`config.mk`:
```
export PLATFORM = sky130hd
export DESIGN_NAME = lca_row
export DESIGN_NICKNAME = d
export VERILOG_FILES = /design/src/rtl/lca_pkg.sv /design/src/rtl/lca_row.sv
export SDC_FILE = /design/constraint.sdc
export NUM_CORES = 1
export LEC_CHECK = 0
export BUFFER_PORTS_ARGS = -buffer_cell sky130_fd_sc_hd__buf_2
export CAP_MARGIN = 40
export CELL_PAD_IN_SITES_DETAIL_PLACEMENT = 0
export CELL_PAD_IN_SITES_GLOBAL_PLACEMENT = 1
export CORE_MARGIN = 4
export CORE_UTILIZATION = 30
export DETAILED_ROUTE_END_ITERATION = 7
export GPL_ROUTABILITY_DRIVEN = 0
export PLACE_DENSITY = 0.63
export SYNTH_ARGS = -nofsm -noshare
export SYNTH_HDL_FRONTEND = slang
export SYNTH_SLANG_ARGS = --single-unit
```
`constraint.sdc`:
```
create_clock -name i_clk -period 3.3 [get_ports i_clk]
set_input_delay 0.33 -clock i_clk [delete_from_list [all_inputs] [get_ports i_clk]]
set_output_delay 0.33 -clock i_clk [all_outputs]
set_load 0.01 [all_outputs]
```
`src/rtl/lca_pkg.sv`:
```
// Shared types, constants and the B3/S23 rule for the cell grid.
`timescale 1ns / 1ps
`default_nettype none
package lca_pkg;

    localparam int GRID_HEIGHT = 32;
    localparam int GRID_WIDTH  = 64;
    localparam int OP_W        = 2;
    localparam int ROW_IDX_W   = 5;
    localparam int COL_IDX_W   = 6;
    localparam int ROW_W       = $clog2(GRID_HEIGHT);
    localparam int COL_W       = $clog2(GRID_WIDTH);

    typedef enum logic [OP_W-1:0] {
        OP_TOGGLE = 2'd0,
        OP_STEP   = 2'd1,
        OP_READ   = 2'd2
    } t_op;

    typedef struct packed {
        logic             toggle;
        logic             step;
        logic [COL_W-1:0] wr_col;
        logic             wr_col_ok;
        logic [COL_W-1:0] rd_col;
    } t_row_ctrl;

    function automatic logic alive_next(input logic self, input logic [7:0] nb);
        logic [3:0] cnt;
        cnt = '0;
        for (int i = 0; i < 8; i++) begin
            cnt = cnt + 4'(nb[i]);
        end
        alive_next = (cnt == 4'd3) || (self && (cnt == 4'd2));
    endfunction

endpackage
`default_nettype wire

```
`src/rtl/lca_row.sv`:
```
// One row of the grid: holds its cells and computes their next generation.
`timescale 1ns / 1ps
`default_nettype none
module lca_row (
    input  wire logic                               i_clk,
    input  wire logic                               i_rst_n,
    input  wire lca_pkg::t_row_ctrl                 i_ctrl,
    input  wire logic                               i_sel,
    input  wire logic [lca_pkg::GRID_WIDTH-1:0]     i_row_up,
    input  wire logic [lca_pkg::GRID_WIDTH-1:0]     i_row_dn,
    output logic      [lca_pkg::GRID_WIDTH-1:0]     o_row,
    output logic                                    o_bit
);

    logic [lca_pkg::GRID_WIDTH-1:0] r_row;
    logic [lca_pkg::GRID_WIDTH-1:0] n_row;
    logic [lca_pkg::GRID_WIDTH-1:0] w_gen;
    logic [lca_pkg::GRID_WIDTH+1:0] w_up_x;
    logic [lca_pkg::GRID_WIDTH+1:0] w_own_x;
    logic [lca_pkg::GRID_WIDTH+1:0] w_dn_x;

    assign w_up_x  = {1'b0, i_row_up, 1'b0};
    assign w_own_x = {1'b0, r_row, 1'b0};
    assign w_dn_x  = {1'b0, i_row_dn, 1'b0};

    for (genvar c = 0; c < lca_pkg::GRID_WIDTH; c++) begin : g_col
        assign w_gen[c] = lca_pkg::alive_next(r_row[c],
            {w_up_x[c], w_up_x[c+1], w_up_x[c+2], w_own_x[c], w_own_x[c+2],
             w_dn_x[c], w_dn_x[c+1], w_dn_x[c+2]});
    end

    always_comb begin
        n_row = r_row;
        if (i_ctrl.step) begin
            n_row = w_gen;
        end else if (i_ctrl.toggle && i_sel && i_ctrl.wr_col_ok) begin
            n_row[i_ctrl.wr_col] = ~r_row[i_ctrl.wr_col];
        end
    end

    always_ff @(posedge i_clk) begin
        if (!i_rst_n) begin
            r_row <= '0;
        end else begin
            r_row <= n_row;
        end
    end

    assign o_row = r_row;
    assign o_bit = r_row[i_ctrl.rd_col];

endmodule
`default_nettype wire

```
==> impl_summary.txt, run 1 <==
----------------------------------------------------
[Floorplanning]
  Core Box Area ... slightly below 50000 um2
  Standard-cell row count ... 80
  Initial Utilization ... 30.6%
  Die width ... 230 um
  IO Count ... between 200 and 250
  Die footprint ... approximately 53000 um2
  Die height ... 230 um

[Global routing]
  Total GRT Usage ... 17.9%
  Total congestion overflow after global routing ... 0
  Global-route wire length before repair ... 75000 um
  Antenna violations before repair ... 3
  Maximum number of pins on one net before global-route repair ... 65
  Via count of the first global-routing pass ... 13.7k

[Logic synthesis]
  Fraction of the mapped netlist area in simple logic gates ... 8.53%
  Count of cell types in the netlist ... 49
  Most area-hungry cell type in the Yosys netlist ... sky130_fd_sc_hd__fa_1
  Fraction of the mapped netlist area in compound gates ... 14.3%
  Avg Synthesized Cell Area ... 9.00 um2
  Adder-cell area share of the yosys netlist ... 50.3%
  Number of flops mapped to enable cells by yosys ... 0
  Post-synthesis share of cell area spent on xor and xnor gates ... 0%
  Dominant combinational cell family by area after synthesis ... adder cells
  Synthesized netlist net count ... 2222
  Biggest area contributors in the synthesized netlist ... sky130_fd_sc_hd__fa_1 34%, sky130_fd_sc_hd__ha_1 16%, sky130_fd_sc_hd__inv_1 11%, sky130_fd_sc_hd__dfxtp_1 8.7%, sky130_fd_sc_hd__mux4_2 3.8%
  Synthesis warning total ... 0
  Sequential-to-total area share from yosys stat ... between 8 and 9%
  Synth async-reset ratio ... 0%
  Mux contribution to synthesized area ... 5.01%
  Number of cells produced by synthesis ... 1636
  Most common flop cell mapped by yosys ... sky130_fd_sc_hd__dfxtp_1
  Yosys top cell area share ... between 30% and 40%
  Post-synth design cell area ... about 15000 um2
  Synthesized flop and latch total ... 64

[Finish]
  Commonest non-fill, non-tap cell in the layout ... sky130_fd_sc_hd__inv_1
  Layout Area Growth over Synthesis ... 23.2%
  Share of layout cells above drive strength 1 ... 23.0%
  Total number of nets in the final design ... 2572
  Flip-flop count of the largest register, all copies and words added ... 64
  Top library cells by usage in the layout, fill and taps aside ... 448 x sky130_fd_sc_hd__inv_1, 252 x sky130_fd_sc_hd__fa_1, 209 x sky130_fd_sc_hd__buf_2
  Total non-filler cell area in the finished layout ... 18100 um2

[Routing]
  Remaining number of nets flagged by the antenna check after routing ... 0
  Number of DRC markers after the initial detailed-route iteration ... 474
  Routed wire length ... 46300 um
  Number of vias after detailed routing ... 12.5k
  Via density per instance ... 4.72
  Post-route DRC ... 0
  Detailed-router iteration count before antenna repair ... 5
  Routed wirelength normalized by instance count ... about 17 um

[STA]
  Peak Freq ... 323 MHz
  Number of hold violations in the final report ... 0
  Hold Slack ... between 0.3 and 0.4 ns
  Total of endpoints with negative setup slack in the final report ... 0
  Worst-Margin Slew ... 0.684 ns
  Unrepaired setup endpoints after global routing ... no
  Max-slew headroom ... between 50% and 60%
  Worst setup skew after layout ... 0.00908 ns
  Final critical-path required period ... 3.09 ns
  Final worst path period share ... 93.7%
  Pins over their slew limit ... 0

[Clocking]
  Clock tree from TritonCTS ... done
  Clock root buffer ... sky130_fd_sc_hd__clkbuf_16
  Total number of H-tree levels ... 3
  Post-CTS Setup Repair Bufs ... 0
  Total of hold buffers inserted after clock tree synthesis ... 0
  TritonCTS Sinks ... 64
  Number of gates given a new drive strength after cts ... 0
  Clk slew on worst S/H paths ... around 0.06 ns
  Maximum number of buffers from clock root to sink ... 2
  Worst skew pair latency ... between 0.3 and 0.4 ns
  Cts bufs inserted ... 9

[Power]
  Power per cell area ... 631 nW/um2
  Highest ir drop seen on vdd ... 0.000240 V
  Static leakage ... 9.57 nW

[Flow run]
  Reported max-cap violation count ... 0

[Setup path]
  Kind of launch point of the worst setup path ... input pin
  WS Path Type ... input pin to flip-flop
  Capturing element type of the critical path ... flip-flop
  Critical-path maximum fanout ... 2
  Data arrival at the endpoint of the critical path ... 3.31 ns
  Required time of the worst setup path ... 3.51 ns

[Placed design]
  Number of buffer cells added on primary ports ... 210
  Placed Instance Area ... 17800 um2
  Half-perimeter wire length after placement ... 39700 um

[Run status]
  Status ... finished, final reports clean

[Worst hold path]
  Type of the tightest min-delay check ... input pin to flip-flop

----------------------------------------------------
==> path summary, 6_finish.rpt <==
path	startpoint	end	slack (ns)	cells after the start
max	i_row_up[27]	o_row[28]$_SDFFE_PN0P_	0.21	13
min	i_rst_n	o_row[39]$_SDFFE_PN0P_	0.35	3
max reg2reg	o_row[12]$_SDFFE_PN0P_	o_row[13]$_SDFFE_PN0P_	0.42	11
min reg2reg	o_row[18]$_SDFFE_PN0P_	o_row[18]$_SDFFE_PN0P_	0.74	3
==> critical path: stages <==
cell and delay, ns:
sky130_fd_sc_hd__buf_2 0.09, sky130_fd_sc_hd__inv_1 0.07, sky130_fd_sc_hd__fa_1 0.55, sky130_fd_sc_hd__fa_1 0.43, sky130_fd_sc_hd__fa_1 0.50, sky130_fd_sc_hd__inv_1 0.04
sky130_fd_sc_hd__ha_1 0.20, sky130_fd_sc_hd__fa_1 0.38, sky130_fd_sc_hd__and3_1 0.16, sky130_fd_sc_hd__o21ai_0 0.28, sky130_fd_sc_hd__a21oi_1 0.12, sky130_fd_sc_hd__nand2_1 0.10
sky130_fd_sc_hd__a31oi_1 0.04
==> final cells by class <==
class,instances,area (um2)
Antenna cell,1,2.50
Clock buffer,12,236
Clock inverter,4,45.0
Fill cell,4969,30000
Inverter,448,1680
Multi-Input combinational cell,1065,11500
Sequential cell,64,1280
Tap cell,656,821
Timing Repair Buffer,398,2510
==> logic make-up (layout without fill, tap and decap cells) <==
| kind of cell | count (synthesis) | count (layout) |
|---|---|---|
| and+or+nand+nor | 255 | 255 |
| DFF | 64 | 64 |
| AOI/OAI and AO/OA | 328 | 328 |
| buffers and inverters | 507 | 862 |
| adders and majority gates | 440 | 440 |
| other | 0 | 1 |
| muxes | 42 | 42 |
==> per-stage QoR <==
stage	util [%]	TNS (ns)	std cells	setup slack, ns	power [mW]
3_3_place_gp	37.0	-0.846	2630	-0.0913	10.2
2_1_floorplan	-	0	1636	0.209	7.57
3_5_place_dp	37.1	-1.64	2631	-0.118	10.6
4_1_cts	37.7	0	2647	0.252	11.6
5_1_grt	37.7	0	2647	0.0448	13.1
6_report	37.7	0	2648	0.208	11.4
==> cell usage after synthesis (all sizes together) (13+ instances only) <==
cell and number:
mux4 25, dfxtp 64, a31oi 42, mux2i 13, nand3 41, a21oi 112
buf 15, clkbuf 44, o21ai 75, ha 188, inv 448, nand2 73
a221oi 48, nor2 46, fa 252, and3 47
==> layer usage <==
layer  share of wire (%)  global-route usage (%)  vias to the layer above
li1                    -                       -                     6079
met1                  48                    25.2                     6155
met2                  46                    29.8                      221
met3                 3.9                    2.65                       39
met4                 1.3                    2.95                        6
met5                0.12                       0                        -
==> power by group <==
| part | switching, mW | internal (mW) |
|---|---|---|
| Clock | 0.389 | 0.583 |
| Combinational | 5.05 | 4.14 |
| Sequential | 0.230 | 1.05 |
| Total | 5.67 | 5.77 |
(Power assumes the default switching activity.)
==> run 2: changes to the inputs <==
--- a/config.mk
+++ b/config.mk
@@ -13,7 +13,7 @@
 export CORE_UTILIZATION = 30
 export DETAILED_ROUTE_END_ITERATION = 7
 export GPL_ROUTABILITY_DRIVEN = 0
-export PLACE_DENSITY = 0.63
+export PLACE_DENSITY_LB_ADDON = 0.05
 export SYNTH_ARGS = -nofsm -noshare
 export SYNTH_HDL_FRONTEND = slang
 export SYNTH_SLANG_ARGS = --single-unit
==> impl_summary.txt, run 2 (synthesized netlist as in run 1, its figures left out) <==
----------------------------------------------------
[Finish]
  Commonest non-fill, non-tap cell in the layout ... sky130_fd_sc_hd__inv_1
  Filler-free cell count of the finished design ... approximately 2.6k
  Share of layout cells above drive strength 1 ... a little under a quarter
  Layout Area Growth over Synthesis ... 23.0%
  Top library cells by usage in the layout, fill and taps aside ... 448 x sky130_fd_sc_hd__inv_1, 252 x sky130_fd_sc_hd__fa_1, 209 x sky130_fd_sc_hd__buf_2
  Total number of nets in the final design ... 2573
  Flip-flop count of the largest register, all copies and words added ... 64

[Floorplanning]
  Core Box Area ... 48100 um2
  IO Count ... 211
  Initial Utilization ... 30.6%
  Die footprint ... 52700 um2
  Die width ... 230 um
  Standard-cell row count ... 80
  Die height ... 230 um

[Routing]
  Post-route DRC ... 0
  Routed wire length ... 47500 um
  Routed wirelength normalized by instance count ... 18.0 um
  Remaining number of nets flagged by the antenna check after routing ... 0
  Number of DRC markers after the initial detailed-route iteration ... 502
  Number of vias after detailed routing ... around 12k
  Via density per instance ... about 4.7
  Detailed-router iteration count before antenna repair ... 5

[Clocking]
  Clock root buffer ... sky130_fd_sc_hd__clkbuf_16
  Clk slew on worst S/H paths ... 0.06 ns
  Worst skew pair latency ... 0.34 ns
  Clock tree from TritonCTS ... done
  Total number of H-tree levels ... 3
  Total of hold buffers inserted after clock tree synthesis ... 0
  Maximum number of buffers from clock root to sink ... 2
  TritonCTS Sinks ... 64
  Post-CTS Setup Repair Bufs ... 0
  Cts bufs inserted ... 9
  Number of gates given a new drive strength after cts ... 0

[STA]
  Worst-Margin Slew ... 0.872 ns
  Peak Freq ... 322 MHz
  Pins over their slew limit ... 0
  Hold Slack ... 0.442 ns
  Final worst path period share ... 94.1%
  Total negative slack for setup checks ... 0 ns
  Max-slew headroom ... 41.9%
  Final setup margin ... 0.196 ns
  Number of hold violations in the final report ... 0
  Final critical-path required period ... 3.10 ns
  Unrepaired setup endpoints after global routing ... no
  Worst setup skew after layout ... 0.0144 ns
  Total of endpoints with negative setup slack in the final report ... 0

[Setup path]
  Cells along the critical path ... buf_2 > inv_1 > fa_1 > fa_1 > fa_1 > inv_1 > ha_1 > fa_1 > and3_1 > o21ai_0 > a21oi_1 > nand2_1 > a31oi_1
  Cell with the biggest individual delay on the critical path ... sky130_fd_sc_hd__fa_1
  Peak per-stage delay on the critical path ... 0.57 ns
  Crit-path most repeated cell ... sky130_fd_sc_hd__fa_1
  Kind of launch point of the worst setup path ... input pin
  Data arrival at the endpoint of the critical path ... ~3.3 ns
  Family with the most delay on the worst path ... adder cells
  Required time of the worst setup path ... between 3 and 4 ns
  WS Path Type ... input pin to flip-flop
  Worst path buffer plus inverter count ... 3
  Critical-path maximum fanout ... 2
  Capturing element type of the critical path ... flip-flop

[Placed design]
  Half-perimeter wire length after placement ... 41400 um
  Placed instance count ... about 2.6k
  Number of buffer cells added on primary ports ... 210
  Setup WS pre-CTS ... -0.187 ns

[Global routing]
  Antenna violations before repair ... 3
  Total GRT Usage ... 18.3%
  Total congestion overflow after global routing ... 0
  Maximum number of pins on one net before global-route repair ... 63
  Global-route wire length before repair ... 76000 um
  Via count of the first global-routing pass ... 13.6k

[Run status]
  Status ... finished, final reports clean

[Power]
  PnR Total Power ... 11.3 mW
  Highest ir drop seen on vdd ... 0.000268 V
  Static leakage ... approximately 9.6 nW
  Power per cell area ... about 630 nW/um2

[Worst hold path]
  Type of the tightest min-delay check ... input pin to flip-flop

[Flow run]
  Reported max-cap violation count ... 0

----------------------------------------------------
run 2: cell count changes in the layout (fill, tap and decap cells not counted), sizes merged:
cell,previous run,this run
clkinv,3,1
bufinv,1,0
buf,398,399
run 2: area by class of cell:
| cell class | instances | area, um2 |
|---|---|---|
| well taps | 656 | 821 |
| fillers | 5049 | 30000 |
| clock buffers | 12 | 256 |
| inverters | 448 | 1680 |
| repair buffers | 399 | 2510 |
| diodes | 1 | 2.50 |
| clock inverters | 1 | 5.00 |
| multi-input cells | 1065 | 11500 |
| flip-flops and latches | 64 | 1280 |
run 2: worst paths after layout:
| check | end | slack [ns] | depth (start not counted) | startpoint |
|---|---|---|---|---|
| worst min register to register | o_row[34]$_SDFFE_PN0P_ | 0.78 | 3 | o_row[34]$_SDFFE_PN0P_ |
| worst max-delay path | o_row[46]$_SDFFE_PN0P_ | 0.20 | 13 | i_row_up[45] |
| worst max register to register | o_row[33]$_SDFFE_PN0P_ | 0.35 | 11 | o_row[32]$_SDFFE_PN0P_ |
| worst min-delay path | o_row[49]$_SDFFE_PN0P_ | 0.44 | 4 | i_rst_n |
run 2: worst min-delay path, cell delays in order:
cell and delay, ns:
sky130_fd_sc_hd__buf_2 0.12, sky130_fd_sc_hd__buf_12 0.17, sky130_fd_sc_hd__nand2_1 0.08, sky130_fd_sc_hd__a31oi_1 0.03
run 2: power by group:
part,switching [mW],leakage (nW),internal [mW]
Combinational,5.01,8.90,4.12
Sequential,0.241,0.524,1.05
Clock,0.382,0.130,0.537
run 2: stage by stage:
| stage | util [%] | instance area, um2 |
|---|---|---|
| 6_report | 37.6 | 18100 |
| 5_1_grt | 37.6 | 18100 |
| 4_1_cts | 37.6 | 18100 |
| 3_5_place_dp | 37.1 | 17800 |
| 3_3_place_gp | 37.0 | 17800 |
| 2_1_floorplan | - | 14700 |
run 2: per-layer routing:
| layer | vias up | wire, um | GRT usage (%) |
|---|---|---|---|
| met1 | 6186 | 22200 | 25.1 |
| met2 | 183 | 23300 | 31.8 |
| li1 | 6086 | - | - |
| met3 | 21 | 1620 | 2.53 |
| met5 | - | 14 | 0 |
| met4 | 4 | 368 | 2.02 |
==> run 3: changes to the inputs <==
==> constraint.sdc (replaced) <==
create_clock -name i_clk -period 4 [get_ports i_clk]
set_input_delay 0.4 -clock i_clk [delete_from_list [all_inputs] [get_ports i_clk]]
set_output_delay 0.4 -clock i_clk [all_outputs]
set_load 0.01 [all_outputs]
==> impl_summary.txt, run 3 (synthesized netlist as in run 1, its figures left out) <==
----------------------------------------------------
[Run status]
  Status ... finished, final reports clean

[Clocking]
  Post-CTS Setup Repair Bufs ... 0
  TritonCTS Sinks ... 64
  Clock root buffer ... sky130_fd_sc_hd__clkbuf_16
  Clock tree from TritonCTS ... done
  Worst skew pair latency ... around 0.35 ns
  Clk slew on worst S/H paths ... 0.06 ns
  Total number of H-tree levels ... 3
  Maximum number of buffers from clock root to sink ... 2
  Cts bufs inserted ... 9
  Total of hold buffers inserted after clock tree synthesis ... 0
  Number of gates given a new drive strength after cts ... 0

[Floorplanning]
  Die footprint ... approximately 53000 um2
  Die width ... 230 um
  IO Count ... 211
  Core Box Area ... 48100 um2
  Initial Utilization ... between 30% and 40%
  Standard-cell row count ... 80
  Die height ... approximately 230 um

[Placed design]
  Number of buffer cells added on primary ports ... 210
  Half-perimeter wire length after placement ... ~40000 um
  Placed instance count ... 2486
  Setup WS pre-CTS ... approximately 0.34 ns
  Placed Instance Area ... 16700 um2

[Finish]
  Total number of nets in the final design ... 2427
  Antenna cell count ... 0
  Commonest non-fill, non-tap cell in the layout ... sky130_fd_sc_hd__inv_1
  Top library cells by usage in the layout, fill and taps aside ... 448 x sky130_fd_sc_hd__inv_1, 252 x sky130_fd_sc_hd__fa_1, 209 x sky130_fd_sc_hd__buf_2
  Filler-free cell count of the finished design ... 2501
  Layout Area Growth over Synthesis ... 15.7%
  Share of layout cells above drive strength 1 ... 17.0%
  Total non-filler cell area in the finished layout ... 17000 um2
  Final Core Density ... 35.4%
  Flip-flop count of the largest register, all copies and words added ... 64

[Setup path]
  WS Path Type ... input pin to flip-flop
  Data arrival at the endpoint of the critical path ... 3.51 ns
  Required time of the worst setup path ... 4.23 ns
  Cells along the critical path ... buf_2 > inv_1 > fa_1 > fa_1 > fa_1 > inv_1 > ha_1 > fa_1 > and3_1 > o21ai_0 > a21oi_1 > nand2_1 > a31oi_1
  Cell with the biggest individual delay on the critical path ... sky130_fd_sc_hd__fa_1
  Family with the most delay on the worst path ... adder cells
  Crit-path most repeated cell ... sky130_fd_sc_hd__fa_1
  Worst path buffer plus inverter count ... 3
  Kind of launch point of the worst setup path ... input pin
  Peak per-stage delay on the critical path ... a little under 0.5 ns
  Capturing element type of the critical path ... flip-flop
  Critical-path maximum fanout ... 3

[STA]
  Hold Slack ... between 0.6 and 0.7 ns
  Worst setup skew after layout ... 0.0119 ns
  Total of endpoints with negative setup slack in the final report ... 0
  Final worst path period share ... 82.1%
  Number of hold violations in the final report ... 0
  Worst-Margin Slew ... 0.838 ns
  Final critical-path required period ... roughly 3.3 ns
  Unrepaired setup endpoints after global routing ... no
  Peak Freq ... 305 MHz
  Final setup margin ... 0.718 ns
  Pins over their slew limit ... 0
  Max-slew headroom ... 43.8%
  Total negative slack for setup checks ... 0 ns

[Worst hold path]
  Type of the tightest min-delay check ... input pin to flip-flop

[Global routing]
  Total GRT Usage ... 17.6%
  Total congestion overflow after global routing ... 0
  Antenna violations before repair ... 2
  Via count of the first global-routing pass ... 12.7k
  Global-route wire length before repair ... 73200 um
  Maximum number of pins on one net before global-route repair ... 83

[Power]
  Highest ir drop seen on vdd ... roughly 0.00018 V
  Power per cell area ... between 500 and 600 nW/um2
  PnR Total Power ... just over 9 mW
  Static leakage ... 8.86 nW

[Routing]
  Remaining number of nets flagged by the antenna check after routing ... 0
  Detailed-router iteration count before antenna repair ... 5
  Number of vias after detailed routing ... 11.8k
  Routed wirelength normalized by instance count ... between 15 and 20 um
  Post-route DRC ... 0
  Routed wire length ... 45600 um
  Number of DRC markers after the initial detailed-route iteration ... 554
  Via density per instance ... 4.71

[Flow run]
  Reported max-cap violation count ... 0

----------------------------------------------------
## run 3: final timing paths
kind                            slack, ns  depth (start not counted)                     end              startpoint
worst max-delay path                 0.72                         13  o_row[32]$_SDFFE_PN0P_            i_row_dn[31]
worst min-delay path                 0.60                          5   o_row[8]$_SDFFE_PN0P_             i_row_up[9]
worst max register to register       0.84                         11  o_row[32]$_SDFFE_PN0P_  o_row[31]$_SDFFE_PN0P_
worst min register to register       0.77                          3   o_row[9]$_SDFFE_PN0P_   o_row[9]$_SDFFE_PN0P_
## run 3: layout make-up
cell class	instances	area [um2]
tap	656	821
inverter	448	1680
multi-input combinational	1065	11500
fill	5133	31100
sequential	64	1280
clock buffer	12	256
timing repair buffer	253	1380
clock inverter	3	65.1
## run 3: power breakdown
| part | internal [mW] | switching, mW |
|---|---|---|
| Clock | 0.576 | 0.327 |
| Combinational | 3.21 | 3.98 |
| Sequential | 0.868 | 0.378 |
| Total | 4.66 | 4.68 |
## run 3: per-layer routing
layer | vias to the layer above | part of all wire [%] | track usage (%)
met4 | 4 | 0.65 | 2.23
met5 | - | 0.033 | 0
li1 | 5791 | - | -
met3 | 22 | 3.0 | 1.91
met1 | 5783 | 49 | 25.5
met2 | 177 | 47 | 29.2
## run 3: worst register-to-register path, stage by stage (launching register included)
cell	delay, ns
sky130_fd_sc_hd__dfxtp_1	0.47
sky130_fd_sc_hd__inv_1	0.16
sky130_fd_sc_hd__fa_1	0.50
sky130_fd_sc_hd__fa_1	0.49
sky130_fd_sc_hd__inv_1	0.04
sky130_fd_sc_hd__ha_1	0.20
sky130_fd_sc_hd__fa_1	0.38
sky130_fd_sc_hd__and3_1	0.17
sky130_fd_sc_hd__o21ai_0	0.36
sky130_fd_sc_hd__a21oi_1	0.13
sky130_fd_sc_hd__nand2_1	0.10
sky130_fd_sc_hd__a31oi_1	0.05
